===== src/rtl/core/heading_distance_servo_unit_defines.svh =====
// Assertion macros shared by the heading and distance servo RTL.
`ifndef HEADING_DISTANCE_SERVO_UNIT_DEFINES_SVH
`define HEADING_DISTANCE_SERVO_UNIT_DEFINES_SVH

// Same-cycle implication checked on every rising clock edge outside reset.
`define HDS_ASSERT_NOW(name, ante, cons) \
  name: assert property (@(posedge clk) disable iff (rst) (ante) |-> (cons)) \
    else $error("heading_distance_servo_unit: same-cycle check failed");

// Next-cycle implication checked on every rising clock edge outside reset.
`define HDS_ASSERT_NEXT(name, ante, cons) \
  name: assert property (@(posedge clk) disable iff (rst) (ante) |=> (cons)) \
    else $error("heading_distance_servo_unit: next-cycle check failed");

`endif


===== src/rtl/core/hds_pkg.sv =====
// Types, constants and microprogram of the heading and distance servo.
package hds_pkg;

  localparam int unsigned PC_W = 3;

  typedef logic [PC_W-1:0] pc_t;

  localparam logic [2:0] OP_LOAD = 3'd0;
  localparam logic [2:0] OP_SQ_A = 3'd1;
  localparam logic [2:0] OP_SQ_B = 3'd2;
  localparam logic [2:0] OP_SUM  = 3'd3;
  localparam logic [2:0] OP_ROOT = 3'd4;
  localparam logic [2:0] OP_ACC  = 3'd5;
  localparam logic [2:0] OP_OUT  = 3'd6;

  localparam logic [1:0] BR_NEXT = 2'd0;
  localparam logic [1:0] BR_LOOP = 2'd1;
  localparam logic [1:0] BR_JUMP = 2'd2;

  localparam pc_t STEP_LOAD = 3'd0;
  localparam pc_t STEP_SQ_A = 3'd1;
  localparam pc_t STEP_SQ_B = 3'd2;
  localparam pc_t STEP_SUM  = 3'd3;
  localparam pc_t STEP_ROOT = 3'd4;
  localparam pc_t STEP_ACC  = 3'd5;
  localparam pc_t STEP_OUT  = 3'd6;

  localparam logic [1:0] REG_GOAL_SPEED    = 2'd0;
  localparam logic [1:0] REG_GOAL_DISTANCE = 2'd1;
  localparam logic [1:0] REG_GOAL_HEADING  = 2'd2;

  localparam logic [31:0] MM_TO_UM = 32'd1000;

  localparam logic signed [17:0] HALF_TURN    = 18'sd32768;
  localparam logic signed [17:0] FULL_TURN    = 18'sd65536;
  localparam logic        [17:0] FAST_LIMIT   = 18'd3277;
  localparam logic signed [15:0] QUARTER_RATE = 16'sd16384;

  typedef struct packed {
    logic [2:0] op;
    logic       wait_in;
    logic       wait_out;
    logic [1:0] br;
    pc_t        target;
  } ctrl_t;

  function automatic ctrl_t ucode(input pc_t pc);
    ctrl_t cw;
    cw = '{op: OP_LOAD, wait_in: 1'b1, wait_out: 1'b0, br: BR_JUMP, target: STEP_LOAD};
    unique case (pc)
      STEP_LOAD: cw = '{op: OP_LOAD, wait_in: 1'b1, wait_out: 1'b0, br: BR_NEXT,
                        target: STEP_LOAD};
      STEP_SQ_A: cw = '{op: OP_SQ_A, wait_in: 1'b0, wait_out: 1'b0, br: BR_NEXT,
                        target: STEP_LOAD};
      STEP_SQ_B: cw = '{op: OP_SQ_B, wait_in: 1'b0, wait_out: 1'b0, br: BR_NEXT,
                        target: STEP_LOAD};
      STEP_SUM:  cw = '{op: OP_SUM, wait_in: 1'b0, wait_out: 1'b0, br: BR_NEXT,
                        target: STEP_LOAD};
      STEP_ROOT: cw = '{op: OP_ROOT, wait_in: 1'b0, wait_out: 1'b0, br: BR_LOOP,
                        target: STEP_ROOT};
      STEP_ACC:  cw = '{op: OP_ACC, wait_in: 1'b0, wait_out: 1'b0, br: BR_NEXT,
                        target: STEP_LOAD};
      STEP_OUT:  cw = '{op: OP_OUT, wait_in: 1'b0, wait_out: 1'b1, br: BR_JUMP,
                        target: STEP_LOAD};
      default:   cw = '{op: OP_LOAD, wait_in: 1'b0, wait_out: 1'b0, br: BR_JUMP,
                        target: STEP_LOAD};
    endcase
    return cw;
  endfunction

endpackage


===== src/rtl/core/hds_if.sv =====
// Handshake interfaces for pose input, command output and register writes.
interface hds_pose_if;
  logic        valid;
  logic        ready;
  logic [31:0] pose_x;
  logic [31:0] pose_y;
  logic [15:0] pose_heading;

  modport source (output valid, output pose_x, output pose_y, output pose_heading,
                  input ready);
  modport sink (input valid, input pose_x, input pose_y, input pose_heading,
                output ready);
endinterface

interface hds_cmd_if;
  logic        valid;
  logic        ready;
  logic [15:0] speed_cmd;
  logic [15:0] turn_cmd;
  logic        goal_reached;

  modport source (output valid, output speed_cmd, output turn_cmd, output goal_reached,
                  input ready);
  modport sink (input valid, input speed_cmd, input turn_cmd, input goal_reached,
                output ready);
endinterface

interface hds_cfg_if;
  logic        valid;
  logic        ready;
  logic [1:0]  index;
  logic [15:0] data;

  modport source (output valid, output index, output data, input ready);
  modport sink (input valid, input index, input data, output ready);
endinterface


===== src/rtl/core/heading_distance_servo_unit.sv =====
// Heading and distance servo: microcoded step length, distance total and steering.
//
//   channel  direction  payload
//   pose     in         pose_x, pose_y, pose_heading
//   cmd      out        speed_cmd, turn_cmd, goal_reached
//   cfg      in         index, data (goal_speed, goal_distance, goal_heading)
//
// A pose beat accepted at LOAD passes SQ_A, SQ_B, SUM, the digit-by-digit square root
// loop of DELTA_LIMIT_BITS + 2 steps and ACC before OUT loads the command register;
// the next pose is taken only once the sequencer is back at LOAD.
// One pose is worked on at a time; the next is taken while a command still waits.
// Reset is synchronous and clears the goals, the last pose and the distance total.
// A stalled command beat holds the sequencer at its final step until it is taken.
`include "heading_distance_servo_unit_defines.svh"

module heading_distance_servo_unit
  import hds_pkg::*;
#(
  parameter int unsigned DELTA_LIMIT_BITS = 24
) (
  input  logic       clk,
  input  logic       rst,
  hds_pose_if.sink   pose,
  hds_cmd_if.source  cmd,
  hds_cfg_if.sink    cfg
);

  localparam int unsigned MW    = DELTA_LIMIT_BITS + 1;
  localparam int unsigned PRW   = 2 * MW;
  localparam int unsigned SW    = 2 * DELTA_LIMIT_BITS + 4;
  localparam int unsigned RTW   = DELTA_LIMIT_BITS + 2;
  localparam int unsigned RW    = DELTA_LIMIT_BITS + 6;
  localparam int unsigned ITERS = DELTA_LIMIT_BITS + 2;
  localparam int unsigned CNTW  = $clog2(ITERS + 1);
  localparam logic [32:0] LIM   = 33'd1 << DELTA_LIMIT_BITS;

  pc_t             pc;
  pc_t             pc_next;
  ctrl_t           cw;
  logic [CNTW-1:0] cnt;
  logic [15:0]     goal_speed;
  logic [15:0]     goal_distance;
  logic [15:0]     goal_heading;
  logic [31:0]     prev_x;
  logic [31:0]     prev_y;
  logic [31:0]     travelled;
  logic [MW-1:0]   mag_a;
  logic [MW-1:0]   mag_b;
  logic [15:0]     head;
  logic [PRW-1:0]  prod;
  logic [SW-1:0]   sq;
  logic [RW-1:0]   rem;
  logic [RTW-1:0]  root;
  logic            out_valid;
  logic [15:0]     out_speed;
  logic [15:0]     out_turn;
  logic            out_reached;

  logic            in_take;
  logic            out_free;
  logic            out_load;
  logic            stall;
  logic            cfg_take;
  logic [MW-1:0]   mag_a_next;
  logic [MW-1:0]   mag_b_next;
  logic [RW-1:0]   rem_shift;
  logic [RW-1:0]   trial;
  logic [32:0]     total;
  logic [31:0]     threshold;
  logic            reached;
  logic signed [17:0] err_raw;
  logic signed [17:0] err;
  logic        [17:0] err_mag;
  logic               fast;
  logic [15:0]        turn_next;
  logic [15:0]        speed_next;

  function automatic logic [MW-1:0] clamp_mag(input logic [31:0] p, input logic [31:0] q);
    logic [32:0] d;
    logic [32:0] m;
    d = {p[31], p} - {q[31], q};
    m = d[32] ? (33'd0 - d) : d;
    if (m > LIM) begin
      m = LIM;
    end
    return m[MW-1:0];
  endfunction

  assign cw        = ucode(pc);
  assign in_take   = pose.valid && pose.ready;
  assign out_free  = !out_valid || cmd.ready;
  assign stall     = (cw.wait_in && !in_take) || (cw.wait_out && !out_free);
  assign out_load  = (cw.op == OP_OUT) && out_free;
  assign cfg_take  = cfg.valid && cfg.ready;

  assign pose.ready = cw.wait_in && !rst;
  assign cfg.ready  = 1'b1;

  assign cmd.valid        = out_valid;
  assign cmd.speed_cmd    = out_speed;
  assign cmd.turn_cmd     = out_turn;
  assign cmd.goal_reached = out_reached;

  assign mag_a_next = clamp_mag(pose.pose_x, prev_x);
  assign mag_b_next = clamp_mag(pose.pose_y, prev_y);

  assign rem_shift = {rem[RW-3:0], sq[SW-1:SW-2]};
  assign trial     = {2'b00, root, 2'b01};

  assign total     = {1'b0, travelled} + {{(33 - RTW){1'b0}}, root};
  assign threshold = {16'd0, goal_distance} * MM_TO_UM;
  assign reached   = travelled >= threshold;

  always_comb begin
    err_raw = $signed({2'b00, goal_heading}) - $signed({2'b00, head});
    err     = err_raw;
    if (err_raw > HALF_TURN) begin
      err = err_raw - FULL_TURN;
    end else if (err_raw < -HALF_TURN) begin
      err = err_raw + FULL_TURN;
    end
    err_mag = err[17] ? 18'(-err) : 18'(err);
    fast    = err_mag >= FAST_LIMIT;
    if (fast) begin
      turn_next = err[17] ? 16'(-QUARTER_RATE) : 16'(QUARTER_RATE);
    end else begin
      turn_next = err[15:0];
    end
    speed_next = (!fast && !reached) ? goal_speed : 16'd0;
  end

  always_comb begin
    pc_next = pc;
    if (!stall) begin
      unique case (cw.br)
        BR_NEXT: pc_next = pc + 3'd1;
        BR_LOOP: pc_next = (cnt != CNTW'(1)) ? cw.target : pc + 3'd1;
        BR_JUMP: pc_next = cw.target;
        default: pc_next = STEP_LOAD;
      endcase
    end
  end

  always_ff @(posedge clk) begin
    if (rst) begin
      pc            <= STEP_LOAD;
      cnt           <= '0;
      out_valid     <= 1'b0;
      goal_speed    <= '0;
      goal_distance <= '0;
      goal_heading  <= '0;
      prev_x        <= '0;
      prev_y        <= '0;
      travelled     <= '0;
    end else begin
      pc <= pc_next;
      if (out_load) begin
        out_valid <= 1'b1;
      end else if (cmd.ready) begin
        out_valid <= 1'b0;
      end
      if (in_take) begin
        prev_x <= pose.pose_x;
        prev_y <= pose.pose_y;
      end
      if (cw.op == OP_SQ_A) begin
        cnt <= CNTW'(ITERS);
      end else if (cw.op == OP_ROOT) begin
        cnt <= cnt - CNTW'(1);
      end
      if (cfg_take) begin
        unique case (cfg.index)
          REG_GOAL_SPEED: begin
            goal_speed <= cfg.data;
            travelled  <= '0;
          end
          REG_GOAL_DISTANCE: begin
            goal_distance <= cfg.data;
            travelled     <= '0;
          end
          REG_GOAL_HEADING: begin
            goal_heading <= cfg.data;
            travelled    <= '0;
          end
          default: begin
          end
        endcase
      end else if (cw.op == OP_ACC) begin
        travelled <= total[32] ? 32'hFFFF_FFFF : total[31:0];
      end
    end
  end

  always_ff @(posedge clk) begin
    unique case (cw.op)
      OP_LOAD: begin
        if (in_take) begin
          mag_a <= mag_a_next;
          mag_b <= mag_b_next;
          head  <= pose.pose_heading;
        end
      end
      OP_SQ_A: prod <= mag_a * mag_a;
      OP_SQ_B: begin
        prod <= mag_b * mag_b;
        sq   <= {{(SW - PRW){1'b0}}, prod};
      end
      OP_SUM: begin
        sq   <= sq + {{(SW - PRW){1'b0}}, prod};
        rem  <= '0;
        root <= '0;
      end
      OP_ROOT: begin
        sq <= {sq[SW-3:0], 2'b00};
        if (rem_shift >= trial) begin
          rem  <= rem_shift - trial;
          root <= {root[RTW-2:0], 1'b1};
        end else begin
          rem  <= rem_shift;
          root <= {root[RTW-2:0], 1'b0};
        end
      end
      OP_OUT: begin
        if (out_load) begin
          out_speed   <= speed_next;
          out_turn    <= turn_next;
          out_reached <= reached;
        end
      end
      default: begin
      end
    endcase
  end

  `HDS_ASSERT_NEXT(a_take_starts_work, in_take, pc == STEP_SQ_A)
  `HDS_ASSERT_NEXT(a_root_loop_exit, (pc == STEP_ROOT) && (cnt == CNTW'(1)), pc == STEP_ACC)
  `HDS_ASSERT_NEXT(a_total_grows, !cfg_take, travelled >= $past(travelled))
  `HDS_ASSERT_NOW(a_load_free_slot, out_load, !out_valid || cmd.ready)

endmodule


===== src/flat_wrapper.sv =====
// flat-port wrapper written by rule: the top's interface ports become plain ports
module heading_distance_servo_unit_flat import hds_pkg::*;
#(
  parameter int unsigned DELTA_LIMIT_BITS = 24
)
  (clk, rst, pose_valid, pose_pose_x, pose_pose_y, pose_pose_heading, pose_ready, cmd_valid, cmd_speed_cmd, cmd_turn_cmd, cmd_goal_reached, cmd_ready, cfg_valid, cfg_index, cfg_data, cfg_ready);
  hds_pose_if pose_i ();
  hds_cmd_if cmd_i ();
  hds_cfg_if cfg_i ();
  input  logic clk;
  input  logic rst;
  input wire logic [$bits(pose_i.valid)-1:0] pose_valid;
  input wire logic [$bits(pose_i.pose_x)-1:0] pose_pose_x;
  input wire logic [$bits(pose_i.pose_y)-1:0] pose_pose_y;
  input wire logic [$bits(pose_i.pose_heading)-1:0] pose_pose_heading;
  output wire logic [$bits(pose_i.ready)-1:0] pose_ready;
  output wire logic [$bits(cmd_i.valid)-1:0] cmd_valid;
  output wire logic [$bits(cmd_i.speed_cmd)-1:0] cmd_speed_cmd;
  output wire logic [$bits(cmd_i.turn_cmd)-1:0] cmd_turn_cmd;
  output wire logic [$bits(cmd_i.goal_reached)-1:0] cmd_goal_reached;
  input wire logic [$bits(cmd_i.ready)-1:0] cmd_ready;
  input wire logic [$bits(cfg_i.valid)-1:0] cfg_valid;
  input wire logic [$bits(cfg_i.index)-1:0] cfg_index;
  input wire logic [$bits(cfg_i.data)-1:0] cfg_data;
  output wire logic [$bits(cfg_i.ready)-1:0] cfg_ready;
  assign pose_i.valid = pose_valid;
  assign pose_i.pose_x = pose_pose_x;
  assign pose_i.pose_y = pose_pose_y;
  assign pose_i.pose_heading = pose_pose_heading;
  assign pose_ready = pose_i.ready;
  assign cmd_valid = cmd_i.valid;
  assign cmd_speed_cmd = cmd_i.speed_cmd;
  assign cmd_turn_cmd = cmd_i.turn_cmd;
  assign cmd_goal_reached = cmd_i.goal_reached;
  assign cmd_i.ready = cmd_ready;
  assign cfg_i.valid = cfg_valid;
  assign cfg_i.index = cfg_index;
  assign cfg_i.data = cfg_data;
  assign cfg_ready = cfg_i.ready;
  heading_distance_servo_unit #(.DELTA_LIMIT_BITS(DELTA_LIMIT_BITS)) u_core (.clk(clk), .rst(rst), .pose(pose_i), .cmd(cmd_i), .cfg(cfg_i));
endmodule

===== config.mk =====
export PLATFORM = sky130hd
export DESIGN_NAME = heading_distance_servo_unit_flat
export DESIGN_NICKNAME = d
export VERILOG_FILES = /design/src/rtl/core/hds_pkg.sv /design/src/rtl/core/hds_if.sv /design/src/rtl/core/heading_distance_servo_unit.sv /design/src/flat_wrapper.sv
export VERILOG_INCLUDE_DIRS = /design/src /design/src/rtl/core
export SDC_FILE = /design/constraint.sdc
export NUM_CORES = 2
export LEC_CHECK = 0
export BUFFER_PORTS_ARGS = -buffer_cell sky130_fd_sc_hd__buf_2
export CORE_ASPECT_RATIO = 1.1
export CORE_UTILIZATION = 30
export CTS_BUF_LIST = sky130_fd_sc_hd__clkbuf_4 sky130_fd_sc_hd__clkbuf_8
export CTS_CLUSTER_DIAMETER = 120
export DETAILED_ROUTE_END_ITERATION = 8
export GPL_ROUTABILITY_DRIVEN = 1
export HOLD_SLACK_MARGIN = 0.02
export REMOVE_ABC_BUFFERS = 1
export SYNTH_ARGS = -nofsm -noshare
export SYNTH_HDL_FRONTEND = slang
export SYNTH_SLANG_ARGS = --single-unit

===== constraint.sdc =====
create_clock -name clk -period 7.95 [get_ports clk]
set_input_delay 2.385 -clock clk [delete_from_list [all_inputs] [get_ports clk]]
set_output_delay 2.385 -clock clk [all_outputs]
set_load 0.05 [all_outputs]

Word level (Yosys, flattened, before mapping)
Cells that the tools add are included.

word-level totals
  output and inout port bits = 36
  bits of input ports = 103
  bits in registers = 408
  logic and storage cells = 117

operators by class
  eq/ne operators = 18
  order comparisons = 7
  reductions and logical operators = 32
  add/sub/neg operators = 13
  multiply operators = 3
  multiplexer cells = 24

operators with widths
  cell                    number
  $pmux 52 s3             1
  $mux 32                 4
  $mul 25x25->50          2
  $pmux 50 s2             1
  $pmux 10 s7             1
  $gt 33x25->1 const B    2
  $mux 33                 2
  $sub 1x33->33 const A   2
  $sub 32x32->33          2
  $pmux 28 s2             1
  $mux 18                 3
  $add 52x50->52          1
  $pmux 26 s2             1
  $add 32x26->33          1
  $ge 32x26->1            1
  $mux 16                 2
  $ge 30x28->1            1
  $mux 28                 1
  $sub 28x28->28          1
  $mul 16x7->23 const B   1
  $add 18x18->18 const B  1
  $eq 3x3->1 const B      6
  $ge 18x12->1 const B    1
  $gt 18x17->1 const B    1
  other kinds (26)        57

Depth between registers and ports, before layout
  word-level depth = 9
  gate-level depth with buffers = 31
  mapped depth without buffers = 29

Least setup slack after synthesis
No wires, ideal clock.

  path type = reg2reg
  start = reg u_core.mag_b[3]
  end = reg u_core.prod[44] (data pin)
  setup slack = 0.242 ns
  buffers on the path = 2
  stages on the path, launching flop included = 31
  library setup time = 0.256 ns
  clock period less this slack = 7.708 ns
  data arrival time = 7.452 ns
  path through = edfxtp_1 -> clkbuf_1 -> clkbuf_1 -> nand2_1 -> fa_1 -> inv_1 -> fa_1 -> inv_1 -> fa_1 -> inv_1 -> fa_1 -> inv_1 -> fa_1 -> inv_1 -> fa_1 -> inv_1 -> fa_1 -> inv_1 -> ha_1 -> and3_1 -> nand2_1 -> nand4b_1 -> a31oi_1 -> o2111ai_1 -> a31oi_1 -> o21ai_0 -> a211oi_1 -> nand4_1 -> a21boi_0 -> o21ai_0 -> a31o_2

between the ends
  word-level cells in the longest chain between the ends = 2

RTL lines
  item                    RTL line                            source
  from (decl)             heading_distance_servo_unit.sv:48   logic [MW-1:0] mag_b;
  from (signal assigned)  heading_distance_servo_unit.sv:199  mag_b <= mag_b_next;
  $mul 25x25->50          heading_distance_servo_unit.sv:205  prod <= mag_b * mag_b;
  $pmux 50 s2             heading_distance_servo_unit.sv:195  unique case (cw.op)
  to (signal assigned)    heading_distance_servo_unit.sv:203  OP_SQ_A: prod <= mag_a * mag_a;
  to (signal assigned)    heading_distance_servo_unit.sv:205
  to (decl)               heading_distance_servo_unit.sv:50   logic [PRW-1:0] prod;

Every way passes these cells.
A chain may end at the register's enable or synchronous reset.

Worst setup path after layout
  start = reg u_core.mag_a[12]
  end = reg u_core.prod[43] (data pin)

between the ends
  word-level cells in the longest chain between the ends = 2

RTL lines
  item                    RTL line                            source
  from (decl)             heading_distance_servo_unit.sv:47   logic [MW-1:0] mag_a;
  from (signal assigned)  heading_distance_servo_unit.sv:198  mag_a <= mag_a_next;
  $mul 25x25->50          heading_distance_servo_unit.sv:203
  $pmux 50 s2             heading_distance_servo_unit.sv:195

Every way passes these cells.

==> flow_summary.yaml <==
cells_and_area:
  drive_gt1_frac: 0.0849
  layout.nets: 9573
  final_util: 0.335
  num-fill-cells: 23167
  most-common-layout-cells: "inv_1 (1686), fa_1 (994), nand2_1 (693), ha_1 (646), a21oi_1 (372)"
  fin_area_mm2: 0.0751
  area_delta_synth_final_pct: 11.1
  mostFrequentLayoutCell: "inv_1"
floorplan:
  dieArea_mm2: 0.227
  die_w_um: 455
  floorplan.initialDensity: 0.302
  rows: 182
  core_area_mm2: 0.224
  die_y_um: 500
  io_pins: 139
drt:
  drt_pass1_iterations: 6
  finalWirelength_mm: 176
  final_antenna_net_count: 0
  vias_per_cell: 4.87
  wl_per_cell_um: 16.3
  drc: 0
  vias: 52811
  drt_iter0_drc: 2944
clocking:
  root_buffer: "clkbuf_8"
  clock_path_buffers: 3
  worstSkewPairLatency_ps: 830
  cts.sinks: 407
  hold_buffers: 0
  clk_pin_slew_ps: 60
  cts_tree: "yes"
  cts_inserted_buffers: 83
  htreeDepth: 3
timing:
  min_period_ps: 7760
  slew_headroom: 0.114
  max_freq_mhz: 129
  tightest_slew_ps: 1320
  finalHoldViolCount: 0
  skew_ps: 68.2
  setup_violations: 0
  finalMaxSlewViolations: 0
  fin_crit_sh: 0.976
  setup_tns_ps: 0
worst_setup_path:
  worst_r2r_path_depth: 26
  worst_path_max_delay_cell: "or4_1"
  r2r_end: "u_core.prod[43]$_DFFE_PP_"
  timing.rr.start: "u_core.mag_a[12]$_SDFFCE_PN0P_"
  cpPeakStageDelay_ps: 580
  worstSetupStartpointType: "register"
  path_buf_inv: 7
  rrSetupSlack_ps: 190
  cp_max_fo: 10
  cp.arrival_ps: 8280
  crit_type: "register to register"
  required_ps: 8470
  cp_top_family: "adder cells"
  end_kind: "register"
  path_common_cell: "fa_1"
place:
  post-dp-hpwl_mm: 145
  io_buffers: 137
  dpl_cell_area_mm2: 0.0729
  place_congestion: 0.915
logic_synthesis:
  synth-seq-cells: 407
  syn_inst: 7628
  async_flop_share: 0
  synth_top_flop_cell: "edfxtp_1"
  yosysSeqAreaShare: 0.158
  syn_avg_cell_area_um2: 8.86
  synth-edff-count: 254
  syn_area_mm2: 0.0676
  synth_cell_types: 98
  ys_warn_count: 0
grt:
  grt_max_degree: 128
  grt_usage: 0.155
  grt_pass1_vias: 55168
  grt_use_met2: 0.279
  use_met1: 0.189
  gr-total-overflow: 0
  grt_most_used_layer: "met2"
  grtUsageMet3: 0.0190
  grt_pass1_wl_mm: 286
  antenna_found_initial: 7
job:
  cap_violations: 0
min_path:
  hp-start: "u_core.goal_speed[0]$_SDFFE_PP0P_"
  hold_class: "register to register"
  whs_endpoint: "u_core.goal_speed[0]$_SDFFE_PP0P_"
  whs_path_depth: 2
outcome:
  status: "finished clean"
-- logic make-up after synthesis --
group / Yosys count / share of synthesized area
adder cells (fa/ha/maj): 1645 / 0.415
buffers and inverters: 1965 / 0.110
other: 1 / 0.0000555
AND/OR/NAND/NOR: 1869 / 0.136
XOR/XNOR: 323 / 0.0420
flip-flops: 407 / 0.158
multiplexers: 29 / 0.00437
AO/OA/AOI/OAI: 1389 / 0.134
-- through the flow --
stage / hold WS (ps) / std cells / worst slack, ps
after global placement: 444 / 10667 / -472
after global routing: 474 / 10837 / -64.8
final: 456 / 10837 / 188
after detailed placement: 449 / 10668 / -478
after CTS: 457 / 10820 / 9.57
after floorplan: 430 / 7351 / -1240
-- routing by layer --
layer	up-vias	wire length, µm	share of wire
li1	25138	-	-
met1	26139	73400	0.42
met2	1219	89200	0.51
met3	313	7470	0.042
met4	2	6140	0.035
met5	-	13	0.000074
-- synthesized netlist by cell type, drive strengths merged, types with 28 or more instances --
master,count,area share
ha,648,0.12
o21bai,31,0.0034
or3,38,0.0035
nand2,696,0.039
a21o,141,0.016
xor2,138,0.018
o21ai,283,0.021
nand4,44,0.0041
a311oi,29,0.0038
nor2b,46,0.0043
a21oi,380,0.028
and2,269,0.025
clkbuf,249,0.014
nor4,44,0.0052
nand2b,52,0.0048
and3,54,0.0050
a211oi,59,0.0069
fa,997,0.30
o31ai,82,0.0091
inv,1688,0.094
nor3,96,0.0078
xnor2,185,0.024
buf,28,0.0022
nor2,322,0.018
a22oi,46,0.0051
a31oi,58,0.0054
dfxtp,153,0.045
nand3,108,0.0081
o211ai,36,0.0041
edfxtp,254,0.11
o21a,49,0.0054
-- timing repair --
action,in CTS,in global routing
gates resized for setup,12,34
endpoints found under the setup margin,7,17
cloned,0,2
pin swaps,0,13
setup buffers,0,14
hold endpoints to repair,0,0
-- worst max path at each step --
stage / startpoint / end / slack (ps) / depth (start not counted)
after CTS: u_core.mag_a[11]$_SDFFCE_PN0P_ / u_core.prod[48]$_DFFE_PP_ / 10 / 28
after detailed placement: pose_pose_y[0] / u_core.mag_b[9]$_SDFFCE_PN0P_ / -480 / 18
after floorplan: u_core.pc[0]$_SDFFE_PP0N_ / u_core.sq[0]$_DFFE_PP_ / -1240 / 5
final: u_core.mag_a[12]$_SDFFCE_PN0P_ / u_core.prod[43]$_DFFE_PP_ / 190 / 26
after global routing: u_core.mag_a[5]$_SDFFCE_PN0P_ / u_core.prod[43]$_DFFE_PP_ / -60 / 27
after global placement: pose_pose_y[0] / u_core.mag_b[9]$_SDFFCE_PN0P_ / -470 / 18
-- tightest hold or removal path: cells and delay by family, from the launching register on --
kind	cells	cell delay [ps]
flip-flops	1	310
AND/OR/NAND/NOR	1	50
AO/OA/AOI/OAI	1	50
-- flip-flops by register name, summed over array words and instances, names as in the netlist, 3 cells and up --
name                  flops
u_core.root              26
u_core.cnt                5
u_core.prod              49
u_core.mag_a             25
u_core.prev_y            32
u_core.cmd.speed_cmd     16
u_core.travelled         32
u_core.pc                 3
u_core.goal_heading      16
u_core.goal_speed        16
u_core.prev_x            32
u_core.rem               28
u_core.head              16
u_core.sq                52
u_core.mag_b             25
u_core.goal_distance     16
u_core.cmd.turn_cmd      16
-- cell type report --
| type | instances | area [µm²] | area share |
|---|---|---|---|
| repair buffers | 389 | 2790 | 0.0372 |
| diodes | 1 | 2.50 | 0.0000333 |
| clock inverters | 39 | 410 | 0.00546 |
| well taps | 2944 | 3680 | 0.0490 |
| multi-input cells | 5256 | 49700 | 0.662 |
| inverters | 1688 | 6340 | 0.0844 |
| clock buffers | 113 | 1440 | 0.0191 |
| flip-flops and latches | 407 | 10700 | 0.142 |
Power is not shown: default switching activity piles up to over one toggle a cycle in this logic, so the estimate is an artifact.
